$ cat src/mtbe_pkg.sv
// shared types and constants of the manchester tape block encoder
`default_nettype none

package mtbe_pkg;

  // command codes carried in the input tuser
  typedef enum logic [2:0] {
    OP_PILOT = 3'd0,
    OP_MARK  = 3'd1,
    OP_FLAG  = 3'd2,
    OP_DATA  = 3'd3,
    OP_FINAL = 3'd4,
    OP_CHK   = 3'd5,
    OP_GAP   = 3'd6,
    OP_NOP   = 3'd7
  } op_e;

  // what the back end does with a queued job
  typedef enum logic [1:0] {
    KIND_PILOT = 2'd0,
    KIND_MARK  = 2'd1,
    KIND_BITS  = 2'd2,
    KIND_GAP   = 2'd3
  } kind_e;

  // configuration register indexes
  localparam int unsigned CFG_IDX_W  = 2;
  localparam int unsigned CFG_DATA_W = 24;
  localparam logic [CFG_IDX_W-1:0] REG_HALF  = 2'd0;
  localparam logic [CFG_IDX_W-1:0] REG_PILOT = 2'd1;
  localparam logic [CFG_IDX_W-1:0] REG_MARK  = 2'd2;
  localparam logic [CFG_IDX_W-1:0] REG_GAP   = 2'd3;

  localparam int unsigned HALF_W = 16;
  localparam int unsigned DUR_W  = 24;
  localparam int unsigned SUM_W  = 16;
  localparam int unsigned BYTE_W = 8;

  localparam logic [HALF_W-1:0] HALF_RST  = 16'd80;
  localparam logic [HALF_W-1:0] PILOT_RST = 16'd160;
  localparam logic [HALF_W-1:0] MARK_RST  = 16'd400;
  localparam logic [DUR_W-1:0]  GAP_RST   = 24'd96000;

  // pilot group: 0 then 1 then 1, lsb first
  localparam logic [15:0] PILOT_BITS = 16'h0006;
  localparam logic [3:0]  PILOT_NM1  = 4'd2;
  localparam logic [3:0]  BYTE_NM1   = 4'd7;
  localparam logic [3:0]  FINAL_NM1  = 4'd6;
  localparam logic [3:0]  CHK_NM1    = 4'd15;

  typedef struct packed {
    logic [HALF_W-1:0] half;
    logic [HALF_W-1:0] pilot;
    logic [HALF_W-1:0] mark;
    logic [DUR_W-1:0]  gap;
  } cfg_t;

  typedef struct packed {
    kind_e       kind;
    logic [15:0] bits;  // manchester bits, lsb goes first
    logic [3:0]  nm1;   // number of bits minus one
  } job_t;

endpackage

`default_nettype wire

$ cat src/mtbe_front.sv
// command front end: classifies commands, keeps the running sum, builds jobs
`default_nettype none

module mtbe_front
  import mtbe_pkg::*;
(
  input  wire logic              clk_i,
  input  wire logic              rst_ni,
  input  wire cfg_t              cfg_i,
  input  wire logic              acc_i,
  input  wire logic [2:0]        opcode_i,
  input  wire logic [BYTE_W-1:0] data_byte_i,
  output job_t                   job_o,
  output logic                   push_o
);

  logic [SUM_W-1:0] sum_q, sum_d;
  logic [SUM_W-1:0] byte_ext;
  op_e              op;

  assign op       = op_e'(opcode_i);
  assign byte_ext = {{(SUM_W-BYTE_W){1'b0}}, data_byte_i};

  always_comb begin
    sum_d      = sum_q;
    job_o.kind = KIND_BITS;
    job_o.bits = {8'h00, data_byte_i};
    job_o.nm1  = BYTE_NM1;
    push_o     = 1'b0;
    case (op)
      OP_PILOT: begin
        job_o.kind = KIND_PILOT;
        job_o.bits = PILOT_BITS;
        job_o.nm1  = PILOT_NM1;
        push_o     = acc_i;
      end
      OP_MARK: begin
        job_o.kind = KIND_MARK;
        job_o.bits = 16'h0001;
        job_o.nm1  = '0;
        push_o     = acc_i;
      end
      OP_FLAG: begin
        if (acc_i) sum_d = byte_ext;
        push_o = acc_i;
      end
      OP_DATA: begin
        if (acc_i) sum_d = sum_q + byte_ext;
        push_o = acc_i;
      end
      OP_FINAL: begin
        if (acc_i) sum_d = sum_q + byte_ext;
        job_o.nm1 = FINAL_NM1;
        push_o    = acc_i;
      end
      OP_CHK: begin
        job_o.bits = sum_q;
        job_o.nm1  = CHK_NM1;
        push_o     = acc_i;
      end
      OP_GAP: begin
        job_o.kind = KIND_GAP;
        job_o.bits = '0;
        job_o.nm1  = '0;
        // zero gap gives no segment at all
        push_o     = acc_i && (cfg_i.gap != '0);
      end
      default: begin
        push_o = 1'b0;
      end
    endcase
  end

  always_ff @(posedge clk_i or negedge rst_ni) begin
    if (!rst_ni) begin
      sum_q <= '0;
    end else begin
      sum_q <= sum_d;
    end
  end

endmodule

`default_nettype wire

$ cat src/mtbe_fifo.sv
// short job queue between front and back end
`default_nettype none

module mtbe_fifo
  import mtbe_pkg::*;
#(
  parameter int unsigned DEPTH = 2
) (
  input  wire logic clk_i,
  input  wire logic rst_ni,
  input  wire logic push_i,
  input  wire job_t wdata_i,
  input  wire logic pop_i,
  output job_t      rdata_o,
  output logic      full_o,
  output logic      valid_o
);

  localparam int unsigned PW = (DEPTH > 1) ? $clog2(DEPTH) : 1;
  localparam int unsigned CW = $clog2(DEPTH + 1);

  job_t          mem_q [DEPTH];
  logic [PW-1:0] wr_q, wr_d, rd_q, rd_d;
  logic [CW-1:0] cnt_q, cnt_d;

  assign full_o  = (cnt_q == CW'(DEPTH));
  assign valid_o = (cnt_q != '0);
  assign rdata_o = mem_q[rd_q];

  always_comb begin
    wr_d  = wr_q;
    rd_d  = rd_q;
    cnt_d = cnt_q;
    if (push_i) wr_d = (wr_q == PW'(DEPTH - 1)) ? '0 : wr_q + 1'b1;
    if (pop_i)  rd_d = (rd_q == PW'(DEPTH - 1)) ? '0 : rd_q + 1'b1;
    if (push_i && !pop_i) cnt_d = cnt_q + 1'b1;
    if (!push_i && pop_i) cnt_d = cnt_q - 1'b1;
  end

  always_ff @(posedge clk_i or negedge rst_ni) begin
    if (!rst_ni) begin
      wr_q  <= '0;
      rd_q  <= '0;
      cnt_q <= '0;
    end else begin
      wr_q  <= wr_d;
      rd_q  <= rd_d;
      cnt_q <= cnt_d;
    end
  end

  always_ff @(posedge clk_i) begin
    if (push_i) mem_q[wr_q] <= wdata_i;
  end

endmodule

`default_nettype wire

$ cat src/mtbe_back.sv
// segment sequencer: walks a job half period by half period into the output register
`default_nettype none

module mtbe_back
  import mtbe_pkg::*;
(
  input  wire logic       clk_i,
  input  wire logic       rst_ni,
  input  wire cfg_t       cfg_i,
  input  wire job_t       job_i,
  input  wire logic       job_valid_i,
  output logic            pop_o,
  output logic            out_valid_o,
  input  wire logic       out_ready_i,
  output logic            out_level_o,
  output logic [DUR_W-1:0] out_dur_o,
  output logic            out_last_o
);

  logic             busy_q, busy_d;
  job_t             job_q, job_d;
  logic [3:0]       idx_q, idx_d;
  logic             ph_q, ph_d;
  logic             ovalid_q, ovalid_d;
  logic             olevel_q, olevel_d;
  logic [DUR_W-1:0] odur_q, odur_d;
  logic             olast_q, olast_d;

  logic             can_emit;
  logic             seg_level;
  logic [DUR_W-1:0] seg_dur;
  logic             seg_last;

  assign can_emit = !ovalid_q || out_ready_i;
  assign pop_o    = !busy_q && job_valid_i;

  always_comb begin
    seg_level = job_q.bits[idx_q] ^ ph_q;
    seg_dur   = {8'h00, cfg_i.half};
    seg_last  = ph_q && (idx_q == job_q.nm1);
    case (job_q.kind)
      KIND_GAP: begin
        seg_level = 1'b0;
        seg_dur   = cfg_i.gap;
        seg_last  = 1'b1;
      end
      KIND_MARK: begin
        seg_dur = {8'h00, cfg_i.mark};
      end
      KIND_PILOT: begin
        // only the leading zero bit is stretched
        if (idx_q == '0) seg_dur = {8'h00, cfg_i.pilot};
      end
      default: begin
        seg_dur = {8'h00, cfg_i.half};
      end
    endcase
  end

  always_comb begin
    busy_d   = busy_q;
    job_d    = job_q;
    idx_d    = idx_q;
    ph_d     = ph_q;
    ovalid_d = ovalid_q;
    olevel_d = olevel_q;
    odur_d   = odur_q;
    olast_d  = olast_q;
    if (out_ready_i) ovalid_d = 1'b0;
    if (pop_o) begin
      busy_d = 1'b1;
      job_d  = job_i;
      idx_d  = '0;
      ph_d   = 1'b0;
    end else if (busy_q && can_emit) begin
      ovalid_d = 1'b1;
      olevel_d = seg_level;
      odur_d   = seg_dur;
      olast_d  = seg_last;
      if (seg_last) begin
        busy_d = 1'b0;
      end else if (ph_q) begin
        ph_d  = 1'b0;
        idx_d = idx_q + 1'b1;
      end else begin
        ph_d = 1'b1;
      end
    end
  end

  always_ff @(posedge clk_i or negedge rst_ni) begin
    if (!rst_ni) begin
      busy_q   <= 1'b0;
      ovalid_q <= 1'b0;
      idx_q    <= '0;
      ph_q     <= 1'b0;
    end else begin
      busy_q   <= busy_d;
      ovalid_q <= ovalid_d;
      idx_q    <= idx_d;
      ph_q     <= ph_d;
    end
  end

  always_ff @(posedge clk_i) begin
    job_q    <= job_d;
    olevel_q <= olevel_d;
    odur_q   <= odur_d;
    olast_q  <= olast_d;
  end

  assign out_valid_o = ovalid_q;
  assign out_level_o = olevel_q;
  assign out_dur_o   = odur_q;
  assign out_last_o  = olast_q;

endmodule

`default_nettype wire

$ cat src/manchester_tape_block_encoder_core.sv
// top level of the manchester tape block encoder
`default_nettype none

// Turns tape framing commands into Manchester half-period segments
// (level, duration in samples), bits lsb first, with a 16-bit additive
// checksum kept across flag, data and final bytes. A front end takes one
// command per cycle while the job queue has room, updates the running sum
// and queues a job; a back-end sequencer loads each job, emitting nothing
// as it does so, and then plays it out as one segment per cycle through a
// registered output, so the output bus sets the pace. A command gives
// pilot 6, mark 2, byte 16, final 14, checksum 32 or gap 1 segments. No-op
// and a zero-length gap are accepted but leave nothing. Commands keep
// being accepted while the job queue (DEPTH entries) has room, including
// while a finished segment waits on m_axis_tready. tlast marks the final
// segment of each command. Configuration writes belong in idle periods.
module manchester_tape_block_encoder_core
  import mtbe_pkg::*;
#(
  parameter int unsigned DEPTH = 2
) (
  input  wire logic                  clk_i,
  input  wire logic                  rst_ni,
  // configuration write port
  input  wire logic                  cfg_we_i,
  input  wire logic [CFG_IDX_W-1:0]  cfg_idx_i,
  input  wire logic [CFG_DATA_W-1:0] cfg_data_i,
  // command beats
  input  wire logic                  s_axis_tvalid,
  output logic                       s_axis_tready,
  input  wire logic [7:0]            s_axis_tdata,   // [7:0] data_byte
  input  wire logic [2:0]            s_axis_tuser,   // [2:0] opcode
  // segment beats
  output logic                       m_axis_tvalid,
  input  wire logic                  m_axis_tready,
  output logic [31:0]                m_axis_tdata,   // [0] level, [24:1] duration, zero above
  output logic                       m_axis_tlast
);

  cfg_t cfg_q;

  // config registers, writes beyond the list do nothing
  always_ff @(posedge clk_i or negedge rst_ni) begin
    if (!rst_ni) begin
      cfg_q.half  <= HALF_RST;
      cfg_q.pilot <= PILOT_RST;
      cfg_q.mark  <= MARK_RST;
      cfg_q.gap   <= GAP_RST;
    end else if (cfg_we_i) begin
      case (cfg_idx_i)
        REG_HALF:  cfg_q.half  <= cfg_data_i[HALF_W-1:0];
        REG_PILOT: cfg_q.pilot <= cfg_data_i[HALF_W-1:0];
        REG_MARK:  cfg_q.mark  <= cfg_data_i[HALF_W-1:0];
        REG_GAP:   cfg_q.gap   <= cfg_data_i[DUR_W-1:0];
        default:   cfg_q.gap   <= cfg_q.gap;
      endcase
    end
  end

  logic             s_acc;
  logic             fe_push;
  job_t             fe_job;
  job_t             q_job;
  logic             q_full;
  logic             q_valid;
  logic             be_pop;
  logic             out_level;
  logic [DUR_W-1:0] out_dur;

  // front only stalls on a full queue
  assign s_axis_tready = !q_full;
  assign s_acc         = s_axis_tvalid && s_axis_tready;

  mtbe_front u_front (
    .clk_i       (clk_i),
    .rst_ni      (rst_ni),
    .cfg_i       (cfg_q),
    .acc_i       (s_acc),
    .opcode_i    (s_axis_tuser),
    .data_byte_i (s_axis_tdata),
    .job_o       (fe_job),
    .push_o      (fe_push)
  );

  mtbe_fifo #(
    .DEPTH (DEPTH)
  ) u_fifo (
    .clk_i   (clk_i),
    .rst_ni  (rst_ni),
    .push_i  (fe_push),
    .wdata_i (fe_job),
    .pop_i   (be_pop),
    .rdata_o (q_job),
    .full_o  (q_full),
    .valid_o (q_valid)
  );

  mtbe_back u_back (
    .clk_i       (clk_i),
    .rst_ni      (rst_ni),
    .cfg_i       (cfg_q),
    .job_i       (q_job),
    .job_valid_i (q_valid),
    .pop_o       (be_pop),
    .out_valid_o (m_axis_tvalid),
    .out_ready_i (m_axis_tready),
    .out_level_o (out_level),
    .out_dur_o   (out_dur),
    .out_last_o  (m_axis_tlast)
  );

  assign m_axis_tdata = {7'd0, out_dur, out_level};

  // queue never written while full
  a_no_overflow: assert property (@(posedge clk_i) disable iff (!rst_ni)
    fe_push |-> !q_full)
    else $error("job queue written while full");

  // sequencer only loads a job that is present
  a_no_underflow: assert property (@(posedge clk_i) disable iff (!rst_ni)
    be_pop |-> q_valid)
    else $error("job queue read while empty");

  // no-op commands never produce a job
  a_nop_silent: assert property (@(posedge clk_i) disable iff (!rst_ni)
    (s_acc && (s_axis_tuser == OP_NOP)) |-> !fe_push)
    else $error("no-op command queued a job");

endmodule

`default_nettype wire
$ cat config.mk
export PLATFORM = sky130hd
export DESIGN_NAME = manchester_tape_block_encoder_core
export DESIGN_NICKNAME = d
export VERILOG_FILES = /design/src/mtbe_pkg.sv /design/src/mtbe_front.sv /design/src/mtbe_fifo.sv /design/src/mtbe_back.sv /design/src/manchester_tape_block_encoder_core.sv
export SDC_FILE = /design/constraint.sdc
export NUM_CORES = 1
export LEC_CHECK = 0
export ABC_CLOCK_PERIOD_IN_PS = 2100
export BUFFER_PORTS_ARGS = -buffer_cell sky130_fd_sc_hd__buf_2
export CORE_ASPECT_RATIO = 1.1
export CORE_UTILIZATION = 54
export DETAILED_ROUTE_END_ITERATION = 10
export PLACE_DENSITY = 0.76
export SYNTH_ARGS = -nofsm -noshare
export SYNTH_HDL_FRONTEND = slang
export SYNTH_SLANG_ARGS = --single-unit
$ cat constraint.sdc
create_clock -name clk_i -period 2.1 [get_ports clk_i]
set_input_delay 0.42 -clock clk_i [delete_from_list [all_inputs] [get_ports clk_i]]
set_output_delay 0.42 -clock clk_i [all_outputs]
set_load 0.01 [all_outputs]
### After elaboration in Yosys (flattened, before gate mapping)

Memories as Yosys holds them, arrays and structs flattened. A register that Yosys moved wholly into a read port is not among the register bits.
Index checks and enable logic that the tools add are counted.

| cells by class | value |
|---|---|
| add/subtract/negate cells | 6 |
| magnitude comparators | 1 |
| equal/unequal tests | 16 |
| multiplexer cells | 32 |
| bitwise logic cells | 2 |
| reductions and logical operators | 36 |

Operators by type and width:

| operator | count |
|---|---|
| $pmux 24 s3 | 1 |
| $pmux 16 s4 | 1 |
| $mux 16 | 3 |
| $pmux 16 s2 | 1 |
| $reduce_bool 24->1 | 1 |
| $add 16x8->16 | 1 |
| $mux 1 | 16 |
| $mux 4 | 4 |
| $pmux 4 s4 | 1 |
| $reduce_and 2->1 | 7 |
| $reduce_bool 2->1 | 6 |
| $eq 3x3->1 const B | 3 |
| $eq 2x2->1 const B | 4 |
| $logic_and 1x1->1 | 7 |
| $eq 3x2->1 const B | 2 |
| $pmux 2 s3 | 1 |
| $reduce_and 3->1 | 2 |
| $reduce_or 6->1 | 1 |
| $logic_not 1->1 | 5 |
| $lt 4x5->1 const B | 1 |
| $add 4x1->4 const B | 1 |
| $bmux 1 s4 | 1 |
| $eq 2x1->1 const B | 2 |
| $eq 4x4->1 | 1 |
| 15 further kinds | 20 |

| storage, ports and cells | value |
|---|---|
| flip-flop bits (word level) | 125 |
| memory bits (writable) | 44 |
| bits of input ports | 42 |
| output and inout port bits | 35 |
| word-level logic and storage cells | 109 |
| memories kept | 1 |

Memory list:

| name | words | width | read ports | clocked after Yosys merged registers in | wr ports | line | source |
|---|---|---|---|---|---|---|---|
| u_fifo.mem_q | 2 | 22 | 1 | 1 | 1 | mtbe_fifo.sv:22 | `job_t mem_q [DEPTH];` |

### Depth between registers and ports, before layout

Gate-level depths: netlist of the first run.

| logic depth | value |
|---|---|
| word-level depth | 8 |
| gate-level depth with buffers | 8 |
| mapped depth without buffers | 8 |

### Modules after synthesis

Synthesis of the first run repeated with hierarchy kept, for this count alone.

| unflattened totals | value |
|---|---|
| cells, all modules | 595 |
| area, all modules | 8,762.2 um^2 |

Modules (own cells, without submodules):

| module | times used | cells an instance | area an instance (um^2) | seq. area each (um^2) |
|---|---|---|---|---|
| manchester_tape_block_encoder_core | 1 | 164 | 2,797.7 | 1,819.2 |
| mtbe_back | 1 | 150 | 2,645.0 | 1,616.6 |
| mtbe_fifo | 1 | 84 | 1,778.0 | 1,421.4 |
| mtbe_front | 1 | 197 | 1,541.5 | 400.4 |

### Worst setup path after synthesis of the first run

OpenSTA, ideal clock, no wires.

| path | value |
|---|---|
| path kind | input to register |
| start point | input port s_axis_tuser[0] |
| end point | memory u_fifo.mem_q[1][0] (netlist bit), enable pin |
| library setup time | 0.401 ns |
| data arrival time | 2.054 ns |
| data required time | 1.699 ns |
| setup slack | -0.354 ns |
| stages on the path | 4 |
| cell sequence | buf_1 o21bai_1 a31o_2 nor2_1 |

| on the way | value |
|---|---|
| cells in the longest elaborated chain, start to end | 5 |
| elaborated cells between the ends (all ways) | 11 |

Ends and longest elaborated chain:

| what | line | source |
|---|---|---|
| start: declaration | manchester_tape_block_encoder_core.sv:31 | `input wire logic [2:0] s_axis_tuser,` |
| $eq 3x2->1, or another cell as far along | mtbe_front.sv:30 | `case (op)` |
| $reduce_or 6->1 (no source line) | n/a |  |
| $pmux 1 s2 * | mtbe_front.sv:30 |  |
| $mux 1 * | mtbe_fifo.sv:53 | `if (push_i) mem_q[wr_q] <= wdata_i;` |
| $mux 1 (not written as such) * | mtbe_fifo.sv:53 |  |
| end: declaration | mtbe_fifo.sv:22 |  |

Mark *: on every way between the ends. The rest lies on a longest branch, timed or not.

### Final worst setup path of the first run

| path | value |
|---|---|
| start point | register u_back.idx_q[2] |
| end point | register u_back.olevel_q, in the netlist u_back.out_level_o (data pin) |

| on the way | value |
|---|---|
| cells in the longest elaborated chain, start to end | 3 |

Ends and longest elaborated chain:

| what | line | source |
|---|---|---|
| start: declaration | mtbe_back.sv:22 | `logic [3:0] idx_q, idx_d;` |
| start signal: assignment | mtbe_back.sv:100 | `idx_q <= idx_d;` |
| $bmux 1 s4 | mtbe_back.sv:38 | `seg_level = job_q.bits[idx_q] ^ ph_q;` |
| $mux 1 (not written as such) | mtbe_back.sv:38 |  |
| $xor 1x1->1 | mtbe_back.sv:38 |  |
| end signal: assignment | mtbe_back.sv:107 | `olevel_q <= olevel_d;` |
| end: declaration | mtbe_back.sv:25 | `logic olevel_q, olevel_d;` |

No other way between the ends. The select of a mux whose other input is x is not followed.
A chain may end at the register's enable or synchronous reset.

==> summary.md, run 1 <==
| Metric | Value |
|---|---|
| Maximum buffer depth of the clock tree | `2` |
| Top cells by area, synth | `edfxtp_1, dfrtp_1, mux2_2, dfstp_2, a21oi_1` |
| Final worst path period need | `roughly 2000 ps` |
| Overall overflow remaining after global route | `0` |
| Detailed-router iteration count before antenna repair | `5` |
| Worst Hold End | `cfg_q[17]` |
| Ratio of cells with drive above 1 in the final layout | `about 38%` |
| Post-synthesis cell type with the largest combined area | `edfxtp_1` |
| Terminus of the critical flop-to-flop path | `u_back.out_level_o` |
| Row Count | `47` |
| Worst reg-to-reg path cell count | `4` |
| Synthesis-stage register bit count | `191` |
| WL per Instance | `around 19 um` |
| CTS H-tree lvls | `4` |
| Sum of net half-perimeters after detailed placement | `12.1 mm` |
| Via count | `5417` |
| DR vias/cell | `5.79` |
| Post-synth EDFFs | `between 90 and 100` |
| Static leakage | `roughly 4.1 nW` |
| Number of instances in the synthesized netlist | `622` |
| Maximum vdd drop | `0.657 mV` |
| Summed instance area of the synthesized netlist | `0.00858 mm2` |
| Power per cell area | `1270 mW/mm2` |
| CP Launch Type | `flip-flop` |
| Floorplan die area | `0.0164 mm2` |
| Initial core utilization | `between 50% and 60%` |
| Worst clock skew | `~8.7 ps` |
| Reg-to-reg setup timing slack | `slightly above 100 ps` |
| Post-route DRC violation count | `0` |
| Via count of the first global-routing pass | `5654` |
| Synthesized area divided by synthesized cell count | `about 14 um2` |
| Min-Delay Path Class | `primary input to flip-flop` |
| Maximum cell stage delay along the critical path | `580 ps` |
| Clock-pin slew on the worst setup and hold paths | `70 ps` |
| Commonest cells post-synth | `mux2_2, edfxtp_1, dfrtp_1, a21oi_1` |
| CP arrival | `2180 ps` |
| Path type of the worst setup path | `flip-flop to flip-flop` |
| Hold Worst Slack | `218 ps` |
| Final Setup Violations | `0` |
| Final hold viol count | `0` |
| Final Wtd Congestion | `~0.87` |
| Clock sink count | `191` |
| Post-placement cell area | `0.00937 mm2` |
| Slowest cell on the critical path | `mux4_1` |
| Finished layout cell area | `0.0100 mm2` |
| Antenna cells | `0` |
| Initial antenna violation count | `0` |
| Cell with the most instances after synthesis | `mux2_2` |
| Fin. max-slew vios | `0` |
| Crit path max-delay family | `multiplexers` |
| Number of ports placed on the die boundary | `77` |
| CORE AREA | `roughly 0.015 mm2` |
| Fraction of post-synthesis cell area in the top cell type by area | `32.2%` |
| Remaining antenna violation count | `0` |
| Clock tree root driver cell | `clkbuf_16` |
| Synthesis Warnings | `0` |
| Max-cap violation count | `0` |
| Final layout net count | `around 800` |
| Cell depth of the worst min-delay path | `2` |
| Synth cell types | `48` |
| Startpoint of the worst-slack reg-to-reg timing path | `u_back.idx_q[2]` |
| Worst Min Path Start | `cfg_data_i[17]` |
| Buffers plus inverters on the worst setup path | `0` |
| Worst-margin pin slew | `548 ps` |
| Outcome | `completed` |
| TritonCTS clock tree | `done` |
| First-pass GRT wire length | `28.9 mm` |
| Clock insertion delay at the later pin of the skew report | `430 ps` |
| Height of the die | `134 um` |
| Floorplan die width | `roughly 120 um` |
| Drt initial violations | `230` |
| Count of input and output buffers | `69` |
| Endpoint type of the worst setup path | `flip-flop` |
| Critical path required time | `2280 ps` |
| Most used flip-flop cell after synthesis | `edfxtp_1` |
| Maximum number of pins on one net before global-route repair | `35` |
| Async set-or-reset flop fraction in the synthesized netlist | `51.8%` |
| Relative slew slack | `between 60 and 70%` |
| Total clock buffers created by CTS | `17` |
| Upper clock frequency limit | `roughly 500 MHz` |
| Sequential-to-total area share from yosys stat | `61.3%` |
| Post-route clock period utilization | `95.2%` |
| Largest fanout of any net on the critical path | `7` |
| P&R area growth vs syn | `17.0%` |
| Cells along the critical path | `mux4_1, mux4_2, xnor2_1, a21oi_1` |
| Wire length reported by the detailed router | `17.7 mm` |
| Global Route Usage Sum | `23.4%` |
metrics by stage:
step	util [%]	power, mW	worst slack, ps	TNS [ps]	cells
after floorplan	-	8.14	-354	-15590	628
after global placement	61.3	9.27	-8.19	-8.19	901
after detailed placement	61.3	9.48	-57.9	-133	901
after CTS	65.3	12.7	12.6	0	934
after global routing	65.7	13.4	-10.4	-10.4	935
final	65.7	12.7	101	0	935
sequential cells by signal, summed over array words and instances (netlist names):
signal              flops
cfg_q                  72
u_fifo.cnt_q            2
u_back.out_last_o       1
u_front.sum_q          16
u_back.busy_q           1
u_back.ph_q             1
u_back.out_dur_o       24
u_fifo.wr_q             1
u_back.out_level_o      1
u_fifo.rd_q             1
u_fifo.mem_q           44
u_back.idx_q            4
u_back.job_q           22
u_back.out_valid_o      1
placed cells by master (no fill, tap or decap), types with 4 or more instances in the layout:
cell and count:
a211oi_1 5, a21o_1 15, a21oi_1 41, and3_1 18, buf_2 68, buf_4 39, clkbuf_16 18, conb_1 7
dfrtp_1 84, dfstp_2 14, edfxtp_1 92, ha_1 10, inv_1 12, mux2_2 100, mux2i_1 7, mux4_2 8
nand2_1 31, nand2b_1 9, nor2_1 22, nor2b_1 5, nor3_1 4, nor4_1 4, o21ai_0 32, o22ai_1 5
xnor2_1 11, xor2_1 13
worst max path at each step:
stage / start / endpoint / slack (ps) / cells after the start
detailed placement: s_axis_tdata[0] / u_front.sum_q[10] / -60 / 10
CTS: cfg_q[15] / u_fifo.cnt_q[1] / 10 / 8
global route: u_front.sum_q[0] / u_front.sum_q[8] / -10 / 9
global placement: s_axis_tdata[0] / u_front.sum_q[10] / -8 / 10
floorplan: s_axis_tuser[0] / u_fifo.mem_q[1][0] / -350 / 4
finish: u_back.idx_q[2] / u_back.out_level_o / 100 / 4
cell families (layout without fill, tap and decap cells):
| kind of cell | count (synthesis) | in the layout | synth area share [%] |
|---|---|---|---|
| compound gates | 114 | 114 | 7.98 |
| xor+xnor | 24 | 24 | 2.45 |
| fa+ha+maj | 12 | 12 | 1.84 |
| buf+inv | 44 | 155 | 2.41 |
| flops | 191 | 191 | 61.3 |
| mux | 118 | 118 | 17.0 |
| other cells | 1 | 7 | 0.0437 |
| simple gates | 118 | 118 | 7.06 |
report_power, final:
group / internal [mW] / switching, mW
combinational: 1.78 / 2.05
clock: 1.77 / 1.43
sequential: 5.18 / 0.514
routing by layer:
layer | wire, um | global-route usage, % | vias to the layer above | share of wire, %
li1 | - | - | 2502 | -
met2 | 8900 | 38.4 | 149 | 50
met5 | 0 | 0 | - | 0
met3 | 750 | 4.93 | 35 | 4.2
met4 | 429 | 9.89 | 0 | 2.4
met1 | 7630 | 30.3 | 2731 | 43
final cells by class:
class | count | area (um2)
Clock buffer | 20 | 468
Clock inverter | 12 | 123
Fill cell | 1112 | 5250
Inverter | 12 | 45.0
Multi-Input combinational cell | 393 | 3200
Sequential cell | 191 | 5260
Tap cell | 196 | 245
Timing Repair Buffer | 111 | 703
timing repair:
item / CTS / global route
hold buffers: 1 / 0
hold endpoints to repair: 26 / 0
gates resized for setup: 4 / 6
pin swaps: 0 / 3
setup endpoints to repair: 3 / 5
buffers inserted: 0 / 1
Note: power is estimated with default switching activity, not from simulation.
==> run 2: changes to the inputs <==
--- a/config.mk
+++ b/config.mk
@@ -8,9 +8,9 @@
 export ABC_CLOCK_PERIOD_IN_PS = 2100
 export BUFFER_PORTS_ARGS = -buffer_cell sky130_fd_sc_hd__buf_2
 export CORE_ASPECT_RATIO = 1.1
-export CORE_UTILIZATION = 54
+export CORE_UTILIZATION = 40
 export DETAILED_ROUTE_END_ITERATION = 10
-export PLACE_DENSITY = 0.76
+export SKIP_LAST_GASP = 1
 export SYNTH_ARGS = -nofsm -noshare
 export SYNTH_HDL_FRONTEND = slang
 export SYNTH_SLANG_ARGS = --single-unit
==> run 2 against run 1 <==
Net effect: via count down 3.2%; clock power down 2%; design area up 0.40%; critical path depth up 1; count of clock-buffer cells in the layout down 2; sequential power about the same; fmax down 1.9%; largest power group unchanged; highest routed layer unchanged.
==> summary.md, run 2 (synthesized netlist as in run 1, its figures left out) <==
| Metric | Value |
|---|---|
| Clock tree root driver cell | `clkbuf_16` |
| Antenna cells | `0` |
| Drt initial violations | `210` |
| Via count | `about 5200` |
| WL per Instance | `17.2 um` |
| Maximum number of pins on one net before global-route repair | `44` |
| Max-cap violation count | `0` |
| Worst setup slack after layout | `61.9 ps` |
| DR vias/cell | `5.15` |
| Filler Cells Inserted | `1822` |
| Worst Hold End | `cfg_q[16]` |
| Overall overflow remaining after global route | `0` |
| Cells along the critical path | `inv_1, ha_1, nand2_1, mux2_2, mux4_2` |
| Wire length reported by the detailed router | `17.5 mm` |
| Maximum cell stage delay along the critical path | `between 400 and 500 ps` |
| Count of input and output buffers | `69` |
| Outcome | `completed` |
| Detailed-router iteration count before antenna repair | `4` |
| Remaining antenna violation count | `0` |
| Clock insertion delay at the later pin of the skew report | `approximately 430 ps` |
| Path type of the worst setup path | `flip-flop to flip-flop` |
| CP Launch Type | `flip-flop` |
| Slowest cell on the critical path | `mux4_2` |
| Initial core utilization | `41.3%` |
| Inst Count DP | `982` |
| Setup slack at placement | `-114 ps` |
| Post-route clock period utilization | `just under 100%` |
| Maximum buffer depth of the clock tree | `2` |
| Min-Delay Path Class | `primary input to flip-flop` |
| Clock sink count | `191` |
| Ratio of cells with drive above 1 in the final layout | `36.7%` |
| Final Setup Violations | `0` |
| Final worst path period need | `2040 ps` |
| TritonCTS clock tree | `done` |
| Endpoint type of the worst setup path | `flip-flop` |
| Worst reg-to-reg path cell count | `5` |
| Post-route DRC violation count | `0` |
| Clock-pin slew on the worst setup and hold paths | `70 ps` |
| Floorplan die area | `between 0.02 and 0.025 mm2` |
| Final Wtd Congestion | `0.807` |
| Via count of the first global-routing pass | `roughly 5300` |
| Largest fanout of any net on the critical path | `7` |
| Global Route Usage Sum | `16.8%` |
| Upper clock frequency limit | `491 MHz` |
| P&R area growth vs syn | `17.5%` |
| Worst-margin pin slew | `556 ps` |
| Non-filler cells in the finished layout | `1017` |
| Crit path max-delay family | `multiplexers` |
| Startpoint of the worst-slack reg-to-reg timing path | `u_back.idx_q[0]` |
| Worst clock skew | `13.0 ps` |
| Buffers plus inverters on the worst setup path | `1` |
| Reg-to-reg setup timing slack | `60 ps` |
| Final layout net count | `773` |
| CTS H-tree lvls | `4` |
| Largest register FFs | `72` |
| CORE AREA | `0.0208 mm2` |
| CP arrival | `around 2200 ps` |
| Total Neg Setup Slack | `0 ps` |
| First-pass GRT wire length | `around 28 mm` |
| Terminus of the critical flop-to-flop path | `u_back.out_dur_o[12]` |
| Number of ports placed on the die boundary | `77` |
| Critical path required time | `2260 ps` |
| Row Count | `55` |
| Power per cell area | `1240 mW/mm2` |
| Sum of net half-perimeters after detailed placement | `12.0 mm` |
| Cell depth of the worst min-delay path | `2` |
| Largest Register | `cfg_q` |
| Maximum vdd drop | `0.632 mV` |
| Fin. max-slew vios | `0` |
| Leading cell type in the layout, fill and taps excluded | `mux2_2` |
| Most frequent cells in the layout | `mux2_2, edfxtp_1, dfrtp_1, buf_2, a21oi_1` |
| Final hold viol count | `0` |
| Static leakage | `4.12 nW` |
| Relative slew slack | `62.9%` |
| RSZ-0062 raised after global routing | `false` |
| Initial antenna violation count | `0` |
| Worst Min Path Start | `cfg_data_i[16]` |
| Total clock buffers created by CTS | `17` |
| Height of the die | `156 um` |
| Floorplan die width | `142 um` |
| Hold Worst Slack | `about 220 ps` |
==> run 2: cell count changes in the layout (fill, tap and decap cells not counted), moves of 2 or more <==
cell | previous run | this run
clkinv_8 | 0 | 2
inv_4 | 2 | 0
inv_6 | 2 | 6
clkinvlp_4 | 3 | 0
buf_4 | 39 | 32
==> run 2: through the flow <==
step	util [%]	area (um2)	power, mW
after detailed placement	45.3	9420	9.41
after floorplan	-	8600	8.14
after CTS	48.3	10000	12.6
after global placement	45.3	9420	9.28
after global routing	48.5	10100	13.2
final	48.5	10100	12.5
==> run 2: how the worst max path moves through the flow <==
stage / start / endpoint / depth (start not counted)
2_1_floorplan: s_axis_tuser[0] / u_fifo.mem_q[1][0] / 4
3_3_place_gp: s_axis_tdata[0] / u_front.sum_q[10] / 10
3_5_place_dp: s_axis_tdata[0] / u_front.sum_q[10] / 10
4_1_cts: u_back.idx_q[2] / u_back.out_level_o / 4
5_1_grt: u_front.sum_q[0] / u_front.sum_q[10] / 9
6_report: u_back.idx_q[0] / u_back.out_dur_o[12] / 5
==> run 2: power breakdown <==
group / internal (mW) / total [mW] / switching, mW
logic: 1.73 / 3.72 / 1.98
registers: 5.18 / 5.67 / 0.492
clock network: 1.65 / 3.14 / 1.49
total: 8.56 / 12.5 / 3.97
==> run 2: area by class of cell <==
type,count,area (um2),share of cell area (%)
inverter,12,45.0,0.447
clock buffer,18,450,4.47
tap,285,357,3.54
clock inverter,14,139,1.38
multi-input combinational,393,3180,31.5
sequential,191,5260,52.2
timing repair buffer,104,651,6.45
==> run 2: per-layer routing <==
| metal | up-vias | part of all wire (%) | global-route usage [%] |
|---|---|---|---|
| met4 | 0 | 1.5 | 5.99 |
| met1 | 2631 | 45 | 20.7 |
| met2 | 105 | 50 | 29.2 |
| met3 | 17 | 3.8 | 3.25 |
| li1 | 2489 | - | - |
| met5 | - | 0 | 0 |
==> run 2: what timing repair did <==
action,4_1_cts,5_1_grt
gates resized for setup,1,6
buffers inserted,0,2
endpoints found under the setup margin,1,6
hold endpoints to repair,28,0
pin swaps,0,3
hold buffers,1,0
==> run 2: worst register-to-register path: stages (launching register included) <==
cell	delay, ps
dfrtp_1	350
inv_1	70
ha_1	200
nand2_1	310
mux2_2	390
mux4_2	460
